**src/hw/rtl/rlpt_pkg.sv**
```systemverilog
// ----------------------------------------------------------------------------
// rlpt_pkg
// Shared types, codes and limits of the region latency profiler table.
// ----------------------------------------------------------------------------
`default_nettype none

package rlpt_pkg;

   localparam int DEF_ENTRIES   = 64;
   localparam int DEF_TIME_BITS = 48;
   localparam int IDX_MAX_W     = 10;   // enough for the largest table
   localparam int TIME_MAX_W    = 64;   // widest time counter

   localparam logic [1:0] KIND_BEGIN = 2'd0;
   localparam logic [1:0] KIND_END   = 2'd1;
   localparam logic [1:0] KIND_RESET = 2'd2;
   localparam logic [1:0] KIND_READ  = 2'd3;

   localparam logic [2:0] ST_OK      = 3'd0;
   localparam logic [2:0] ST_FULL    = 3'd1;
   localparam logic [2:0] ST_NESTED  = 3'd2;
   localparam logic [2:0] ST_NOMATCH = 3'd3;
   localparam logic [2:0] ST_NOTRUN  = 3'd4;

   typedef struct packed {
      logic [1:0]  kind;
      logic [15:0] region_tag;
      logic [31:0] thread_ident;
      logic [47:0] timestamp;
      logic [5:0]  read_index;
   } req_type;

   typedef struct packed {
      logic [2:0]  status;
      logic [5:0]  entry_index;
      logic        entry_valid;
      logic [15:0] entry_tag;
      logic [31:0] entry_thread;
      logic [63:0] total_ticks;
      logic [47:0] least_ticks;
      logic [47:0] second_least_ticks;
      logic [47:0] greatest_ticks;
      logic [47:0] second_greatest_ticks;
      logic [31:0] completed_calls;
   } rsp_type;

   // work for the statistics side
   typedef enum logic [2:0] {
      OP_BEGIN_NEW,   // claim: clear stats, record start
      OP_BEGIN,       // record start
      OP_END,         // fold duration into stats
      OP_REPORT,      // report entry, no write
      OP_BLANK        // report zeros
   } op_type;

   typedef struct packed {
      op_type                  op;
      logic [2:0]              status;
      logic [IDX_MAX_W-1:0]    idx;
      logic [5:0]              out_index;
      logic                    used;
      logic [15:0]             tag;
      logic [31:0]             owner;
      logic [TIME_MAX_W-1:0]   now;
   } cmd_type;

endpackage

`default_nettype wire

```
**src/hw/rtl/rlpt_queue.sv**
```systemverilog
// ----------------------------------------------------------------------------
// rlpt_queue
// Two-entry command queue between the front and the statistics back end.
// ----------------------------------------------------------------------------
`default_nettype none

module rlpt_queue import rlpt_pkg::*; (
   input  wire logic    clock,
   input  wire logic    reset,
   input  wire logic    push,
   input  wire cmd_type push_cmd,
   output logic         full,
   input  wire logic    pop,
   output logic         not_empty,
   output cmd_type      head
);

   cmd_type    slot_ff [2];
   logic       wptr_ff, wptr_in;
   logic       rptr_ff, rptr_in;
   logic [1:0] count_ff, count_in;

   assign full      = (count_ff == 2'd2);
   assign not_empty = (count_ff != 2'd0);
   assign head      = slot_ff[rptr_ff];

   always_comb begin
      wptr_in  = push ? ~wptr_ff : wptr_ff;
      rptr_in  = pop  ? ~rptr_ff : rptr_ff;
      count_in = count_ff + 2'(push) - 2'(pop);
   end

   always_ff @(posedge clock) begin
      if (reset) begin
         wptr_ff  <= 1'b0;
         rptr_ff  <= 1'b0;
         count_ff <= 2'd0;
      end else begin
         wptr_ff  <= wptr_in;
         rptr_ff  <= rptr_in;
         count_ff <= count_in;
      end
      if (push) begin
         slot_ff[wptr_ff] <= push_cmd;
      end
   end

endmodule

`default_nettype wire

```
**config.mk**
```make
export PLATFORM = sky130hd
export DESIGN_NAME = rlpt_queue
export DESIGN_NICKNAME = d
export VERILOG_FILES = /design/src/hw/rtl/rlpt_pkg.sv /design/src/hw/rtl/rlpt_queue.sv
export SDC_FILE = /design/constraint.sdc
export NUM_CORES = 1
export LEC_CHECK = 0
export ABC_AREA = 1
export BUFFER_PORTS_ARGS = -buffer_cell sky130_fd_sc_hd__buf_2
export CAP_MARGIN = 25
export CORE_ASPECT_RATIO = 2
export CORE_MARGIN = 1.5
export CORE_UTILIZATION = 50
export CTS_BUF_LIST = sky130_fd_sc_hd__clkbuf_4 sky130_fd_sc_hd__clkbuf_8 sky130_fd_sc_hd__clkbuf_16
export DETAILED_ROUTE_END_ITERATION = 6
export GPL_ROUTABILITY_DRIVEN = 1
export GPL_TIMING_DRIVEN = 0
export HOLD_SLACK_MARGIN = 0.03
export PLACE_DENSITY = 0.75
export RECOVER_POWER = 50
export SLEW_MARGIN = 20
export SYNTH_ARGS = -nofsm -noshare
export SYNTH_HDL_FRONTEND = slang
export SYNTH_SLANG_ARGS = --single-unit
```
**constraint.sdc**
```tcl
create_clock -name clock -period 8.8 [get_ports clock]
set_input_delay 0.88 -clock clock [delete_from_list [all_inputs] [get_ports clock]]
set_output_delay 0.88 -clock clock [all_outputs]
set_load 0.02 [all_outputs]
```
* Word-level counts from Yosys, hierarchy flattened
Memories as Yosys holds them, arrays and structs flattened. A register that Yosys moved wholly into a read port is not among the register bits. Index checks and enable logic that the tools add are counted.
Operators by class: bitwise logic cells 2, add/subtract/negate cells 2, eq/ne operators 1, muxes and demuxes 4, reduce and logical (&&, ||, !) cells 1
Operators by type and width (number):
- 1-bit 2-to-1 mux | 4
- 2-bit by 1-bit adder with 2-bit output | 1
- 2-bit == test, second input constant | 1
- 1-bit inverter | 2
- 2-bit nonzero test | 1
- 2-bit by 1-bit subtractor with 2-bit output | 1
Storage, ports and cells: bits in writable memories 270, word-level logic and storage cells 14, output and inout port bits 137, input port bits 139, bits in registers 4, memories kept 1
Memories:
- slot_ff | words 2, width 135, rd ports 1, clocked after Yosys merged registers in 1, write ports 1, line rlpt_queue.sv:18 | cmd_type slot_ff [2];

* Longest topological paths before layout
Gate-level depths: netlist of run 1.
depth in word-level cells 3, mapped depth 9

* Least setup slack after synthesis of run 1
Ideal clock, no wire load.
kind input -> register, start point input port push, end point memory slot_ff[0][0] (netlist name), enable pin, data required time 8165 ps, setup slack 1599 ps, path buffers 0, cell stages on the path 2, arrival time 6566 ps, path through inv_1 -> nor2_1
Between the ends: cells in the longest elaborated chain, start to end 2
Ends and longest elaborated chain:
- start, declared | line rlpt_queue.sv:10 | input wire logic push,
- 1-bit 2-to-1 mux | line rlpt_queue.sv:43 | if (push) begin
- 1-bit 2-to-1 mux (implied by the code) | line rlpt_queue.sv:44 | slot_ff[wptr_ff] <= push_cmd;
- end, declared | line rlpt_queue.sv:18
Every way passes these cells.

* Final worst setup path of run 1
start point input port push, end point memory slot_ff[1][53] (netlist name), enable pin
The elaborated chain is that of the path after synthesis.

==> results of run 1 <==
-- area by class of cell --
| class | instances | area [um2] | area share |
|---|---|---|---|
| Antenna cell | 6 | 15.01 | 0.001183 |
| Clock inverter | 13 | 152.6 | 0.01203 |
| Buffer | 15 | 118.9 | 0.009367 |
| Timing Repair Buffer | 282 | 1436 | 0.1132 |
| Clock buffer | 26 | 598.1 | 0.04713 |
| Sequential cell | 275 | 8208 | 0.6468 |
| Inverter | 8 | 31.28 | 0.002465 |
| Tap cell | 262 | 327.8 | 0.02583 |
| Multi-Input combinational cell | 153 | 1802 | 0.1420 |
-- critical path: cells and delay by family --
| family | cells | cell delay, ps |
|---|---|---|
| buf+inv | 3 | 2010 |
| simple gates | 1 | 100 |
-- worst min-delay path by stage --
stage                                     from                  endpoint  slack [ps]  cells past startpoint
after CTS                         push_cmd[49]  slot_ff[0][49]$_DFFE_PP_         520                      1
after global routing              push_cmd[39]  slot_ff[1][39]$_DFFE_PP_         530                      1
after global placement    rptr_ff$_SDFFE_PP0P_      rptr_ff$_SDFFE_PP0P_         500                      2
after floorplan           rptr_ff$_SDFFE_PP0P_                 flip-flop         480                      2
final                     wptr_ff$_SDFFE_PP0P_      wptr_ff$_SDFFE_PP0P_         540                      2
after detailed placement  wptr_ff$_SDFFE_PP0P_      wptr_ff$_SDFFE_PP0P_         560                      2
-- synthesized netlist by cell type (all sizes together) --
cell    count  area, um2
edfxtp    270       8108
ha          2      25.02
nor2        7      26.28
nand2       5      18.77
mux2      135       1708
xnor2       1      8.760
a21oi       1      5.000
buf        15      118.9
dfxtp       5      100.1
nor3        1      5.000
inv         8      30.03
nand3       1      5.000
-- cells by family after synthesis --
logic type                 Yosys count
DFF                                275
muxes                              135
buffers and inverters               23
and+or+nand+nor                     14
adders and majority gates            2
AOI/OAI and AO/OA                    1
xor gates and xnor gates             1
-- metal layers --
layer / track usage / vias up / part of all wire
li1: - / 2398 / -
met1: 0.1700 / 2571 / 0.30
met5: 0 / - / 0.00075
met4: 0.1101 / 2 / 0.051
met3: 0.05027 / 60 / 0.068
met2: 0.3669 / 208 / 0.58
-- state kept, by name, indices dropped and copies added, names as in the netlist, named ones only --
register / cells
count_ff: 2
wptr_ff: 1
rptr_ff: 1
slot_ff: 270
-- cell usage in the layout, fill, tap and decap left out, drive strengths merged --
master    count
clkbuf       90
clkinv        7
ha            2
diode         6
nor2          7
mux2        135
edfxtp      270
dfxtp         5
nor3          1
nand2         5
nand3         1
buf         233
a21oi         1
xnor2         1
clkinvlp      4
inv           7
bufinv        3
-- report_power, final --
group	internal [mW]	switching (mW)	leakage, nW
sequential	1.52	0.0174	2.58
clock	0.578	0.430	0.363
combinational	0.160	0.217	1.82
total	2.26	0.664	4.76
-- through the flow --
step,TNS (ps),instances
after global routing,0,1037
final,0,1040
after detailed placement,0,995
after global placement,-133740,988
after CTS,0,1034
after floorplan,0,451
==> impl_metrics.csv, run 1 <==
group,metric,value,unit
grt,grt_max_degree,104,
yosys,synth_cell_type_count,14,
setup_path,r2r_cells,3,
floorplan,start_util,0.5102,
clock_tree,clkLatencyLatePin,510,ps
clock_tree,cts_tree,"done",
place,hpwl,14.47,mm
yosys,synth_mux_area_frac,0.1681,
layout,stdcell_area,12690,um2
floorplan,die_y,204.6,um
yosys,yosysWarnings,0,
yosys,syn_area,10160,um2
yosys,netlist_instances,451,
floorplan,io_pins,276,
grt,gr-total-overflow,0,
setup_path,regToRegSetupSlack,6000,ps
place,port_buffers,275,
setup_path,crit_chain,"clkbuf_1 > nand2_1 > clkinvlp_2 > buf_16",
sta,slew_headroom,-0.04607,
yosys,yosys.area_share.adder,0.002463,
grt,grt_pass1_vias,5857,
sta,hold_ws,535.8,ps
yosys,ys_seq_elements,275,
yosys,synth_top_family_by_area,"multiplexers",
grt,antenna_found_initial,6,
yosys,synth_area_per_cell,22.52,um2
layout,fin_util,0.6373,
yosys,synth.net_count,592,
clock_tree,cts_buffer_depth,3,
sta,fmax,0.3375,GHz
setup_path,endpoint,"slot_ff[1][53]$_DFFE_PP_",
setup_path,critPathMaxFanout,103,
place,place_congestion,0.7094,
clock_tree,cts_setup_buffers,0,
sta,tightest_slew,1561,ps
place,dpl_cell_area,12060,um2
sta,worst_slack,5837,ps
outcome,outcome,"complete, but fails checks",
layout,syn2layout_area_growth,24.92,%
pwr,leakage,4.764,nW
setup_path,cp_slowest_stage_delay,1190,ps
yosys,yosysSeqAreaShare,0.8080,
clock_tree,cts.sinks,275,
floorplan,core,19910,um2
setup_path,required,8960,ps
setup_path,crit_slowest_cell,"clkinvlp_2",
drt,viasPerCell,5.038,
place,pre_cts_ws,6400,ps
clock_tree,cts-root-buf,"clkbuf_16",
pwr,total_power,2.920,mW
drt,wl_per_cell,19.32,um
drt,drtIter0Drc,222,
sta,finalCritPeriodShare,0.3367,
floorplan,die_area,21230,um2
setup_path,cp.arrival,3120,ps
sta,fin_worst_skew,12.69,ps
clock_tree,clk_pin_slew_worst_paths,70,ps
clock_tree,h-tree-depth,1,
pwr,irDropWorstVdd,0.2014,mV
grt,grtUsageTotal,0.1881,
setup_path,crit-reg2reg-launch,"wptr_ff$_SDFFE_PP0P_",
setup_path,critPathLaunchType,"input port",
sta,hold_viol_final,0,
layout,final_nets,899,
setup_path,critPathLaunch,"push",
sta,min_period,2963,ps
yosys,synth-compound-area-share,0.0004927,
clock_tree,cts_buffers,23,
drt,wl,20.10,mm
min_path,min_path_type,"reg -> reg",
floorplan,fp.dieW,103.8,um
sta,finalSetupViolations,0,
sta,drv_slew,34,
yosys,synthXorXnorAreaFrac,0.0008622,
grt,grt_pass1_wl,30.40,mm
drt,ant_nets,0,
pwr,p_per_area,230.1,nW/um2
floorplan,rows,73,
drt,dr.pass1.iters,4,
drt,dr_total_vias,5239,
layout,nFillCells,1484,
layout,drive_gt1_frac,0.5259,
flow_run,drv_cap,1,
yosys,synthSimpleGateAreaFrac,0.005419,
setup_path,worstReg2RegEnd,"slot_ff[1][53]$_DFFE_PP_",
sta,rsz0062_at_grt,"no",
outcome,failed_checks,"capacitance limit, slew limit",
setup_path,crit_type,"in -> reg",
drt,route.detailed.drc,0,
clock_tree,ctsResizeCount,0,
setup_path,cp-end-kind,"flip-flop",
clock_tree,cts_hold_buf,0,
Note: power is estimated with default switching activity, not from simulation.
==> inputs of run 2 (changes only) <==
--- a/config.mk
+++ b/config.mk
@@ -10,13 +10,13 @@
 export CAP_MARGIN = 25
 export CORE_ASPECT_RATIO = 2
 export CORE_MARGIN = 1.5
-export CORE_UTILIZATION = 50
+export CORE_UTILIZATION = 47
 export CTS_BUF_LIST = sky130_fd_sc_hd__clkbuf_4 sky130_fd_sc_hd__clkbuf_8 sky130_fd_sc_hd__clkbuf_16
 export DETAILED_ROUTE_END_ITERATION = 6
 export GPL_ROUTABILITY_DRIVEN = 1
 export GPL_TIMING_DRIVEN = 0
 export HOLD_SLACK_MARGIN = 0.03
-export PLACE_DENSITY = 0.75
+export PLACE_DENSITY = 0.74
 export RECOVER_POWER = 50
 export SLEW_MARGIN = 20
 export SYNTH_ARGS = -nofsm -noshare
==> constraint.sdc (replaced) <==
create_clock -name clock -period 2.4 [get_ports clock]
set_input_delay 0.24 -clock clock [delete_from_list [all_inputs] [get_ports clock]]
set_output_delay 0.24 -clock clock [all_outputs]
set_load 0.02 [all_outputs]
==> impl_metrics.csv, run 2 (synthesized netlist as in run 1, its figures left out) <==
group,metric,value,unit
outcome,outcome,"complete, no violations",
drt,route.detailed.drc,0,
sta,fmax,0.4698,GHz
grt,grt_pass1_vias,6469,
place,place_congestion,0.7463,
layout,final_nets,1038,
flow_run,drv_cap,0,
sta,hold_viol_final,0,
sta,tightest_slew,667.8,ps
setup_path,r2r_cells,4,
clock_tree,cts_buffer_depth,3,
drt,dr_total_vias,5837,
place,pre_cts_ws,500.7,ps
setup_path,regToRegSetupSlack,630,ps
pwr,internal-power,8.276,mW
sta,fin_worst_skew,12.74,ps
place,port_buffers,275,
pwr,power_frac_clock,0.330,
drt,drtIter0Drc,209,
floorplan,io_pins,276,
setup_path,crit-reg2reg-launch,"wptr_ff$_SDFFE_PP0P_",
floorplan,start_util,0.4811,
layout,largest_reg_flops,270,
layout,nFillCells,1406,
layout,fin_cells,1181,
setup_path,cp.arrival,1890,ps
pwr,switching_share,0.2325,
pwr,irDropWorstVdd,0.7888,mV
place,hpwl,14.75,mm
sta,worst_slack,271.4,ps
floorplan,rows,75,
setup_path,critPathLaunchType,"flip-flop",
layout,top_register,"slot_ff",
setup_path,cp-end-kind,"output pin",
clock_tree,clkLatencyLatePin,510,ps
grt,antenna_found_initial,1,
clock_tree,clk_pin_slew_worst_paths,60,ps
drt,dr.pass1.iters,4,
clock_tree,cts_buffers,23,
floorplan,die_y,210.9,um
floorplan,die_area,22560,um2
setup_path,worstReg2RegEnd,"slot_ff[1][123]$_DFFE_PP_",
min_path,hold_end,"rptr_ff$_SDFFE_PP0P_",
floorplan,fp.dieW,107.0,um
sta,finalSetupViolations,0,
grt,gr-total-overflow,0,
pwr,comb_power_share,0.148,
setup_path,critPathMaxFanout,10,
pwr,leakage,5.263,nW
layout,reg_top3,"slot_ff x270, count_ff x2",
pwr,seq_power_share,0.522,
clock_tree,cts-root-buf,"clkbuf_16",
sta,tns,0,ps
clock_tree,cts.sinks,275,
drt,wl,22.49,mm
clock_tree,ctsResizeCount,0,
min_path,worstHoldPathCells,3,
layout,final_common_cell,"edfxtp_1",
sta,rsz0062_at_grt,"no",
clock_tree,h-tree-depth,1,
sta,finalCritPeriodShare,0.8869,
sta,slew_headroom,0.5548,
pwr,p_switching,2.507,mW
layout,drive_gt1_frac,0.4160,
grt,grtUsageTotal,0.1969,
drt,viasPerCell,4.942,
floorplan,core,21110,um2
setup_path,required,2160,ps
min_path,min-delay-start,"pop",
drt,wl_per_cell,19.04,um
sta,drv_slew,0,
sta,min_period,2129,ps
drt,ant_nets,0,
pwr,total_power,10.78,mW
grt,grt_max_degree,36,
pwr,p_per_area,768.6,nW/um2
grt,grt_pass1_wl,33.40,mm
layout,syn2layout_area_growth,38.10,%
min_path,min_path_type,"in -> reg",
layout,fin_util,0.6644,
clock_tree,cts_tree,"done",
setup_path,crit_type,"reg -> out",
place,dp.cells,1004,
layout,final_cell_mix,"edfxtp_1 (270), buf_2 (183), dlygate4sd3_1 (137), clkbuf_1 (97), mux2_2 (85)",
-- run 2: cell types whose count changed in the layout (fill, tap and decap cells not counted), sizes merged --
cell,change
diode,-5
buf,-35
dlygate4sd3,+137
bufinv,-2
clkinv,+1
clkinvlp,-3
clkbuf,+41
-- run 2: worst max-delay path by stage --
stage	startpoint	to	slack, ps
final	flip-flop	head[109]	270
after global routing	flip-flop	head[107]	200
after CTS	flip-flop	head[94]	220
after detailed placement	push	slot_ff[0][127]$_DFFE_PP_	500
after global placement	push	slot_ff[1][133]$_DFFE_PP_	-1330
after floorplan	wptr_ff$_SDFFE_PP0P_	slot_ff[1][0]$_DFFE_PP_	-390
-- run 2: what timing repair did --
action,in CTS,in global routing
hold buffers,137,0
endpoints found under the setup margin,0,0
hold endpoints to repair,275,0
buffers inserted,0,0
-- run 2: power groups by stage --
stage	clock, mW	sequential [mW]	combinational (mW)
floorplan	0	5.72	0.890
global placement	0	5.73	1.34
detailed placement	0	5.73	1.43
CTS	3.64	5.63	1.62
global route	3.80	5.64	1.69
finish	3.56	5.63	1.59
-- run 2: metrics by stage --
step | hold WS (ps) | area (um2)
2_1_floorplan | 311.2 | 10170
3_3_place_gp | 427.2 | 11890
3_5_place_dp | 431.5 | 12090
4_1_cts | 33.34 | 14170
5_1_grt | 102.9 | 14030
6_report | 108.4 | 14030
-- run 2: per-layer routing --
layer | global-route usage | vias up | routed length, um
met4 | 0.09977 | 0 | 1064
met3 | 0.03764 | 64 | 1221
met2 | 0.3882 | 248 | 12920
li1 | - | 2666 | -
met5 | 0 | - | 0
met1 | 0.1856 | 2859 | 7273
-- run 2: worst max-delay path, stage by stage (launching register included) --
cell and delay (ps):
dfxtp_1 330, buf_6 160, buf_6 190, buf_6 200, mux2_4 320, buf_2 180
-- run 2: layout make-up --
type | count | area [um2] | area share
repair buffers | 421 | 2806 | 0.2001
multi-input cells | 153 | 1812 | 0.1291
flip-flops and latches | 275 | 8209 | 0.5852
inverters | 8 | 33.78 | 0.002408
diodes | 1 | 2.502 | 0.0001784
clock inverters | 9 | 68.82 | 0.004905
plain buffers | 15 | 118.9 | 0.008473
clock buffers | 30 | 640.6 | 0.04567
well taps | 269 | 336.6 | 0.02399
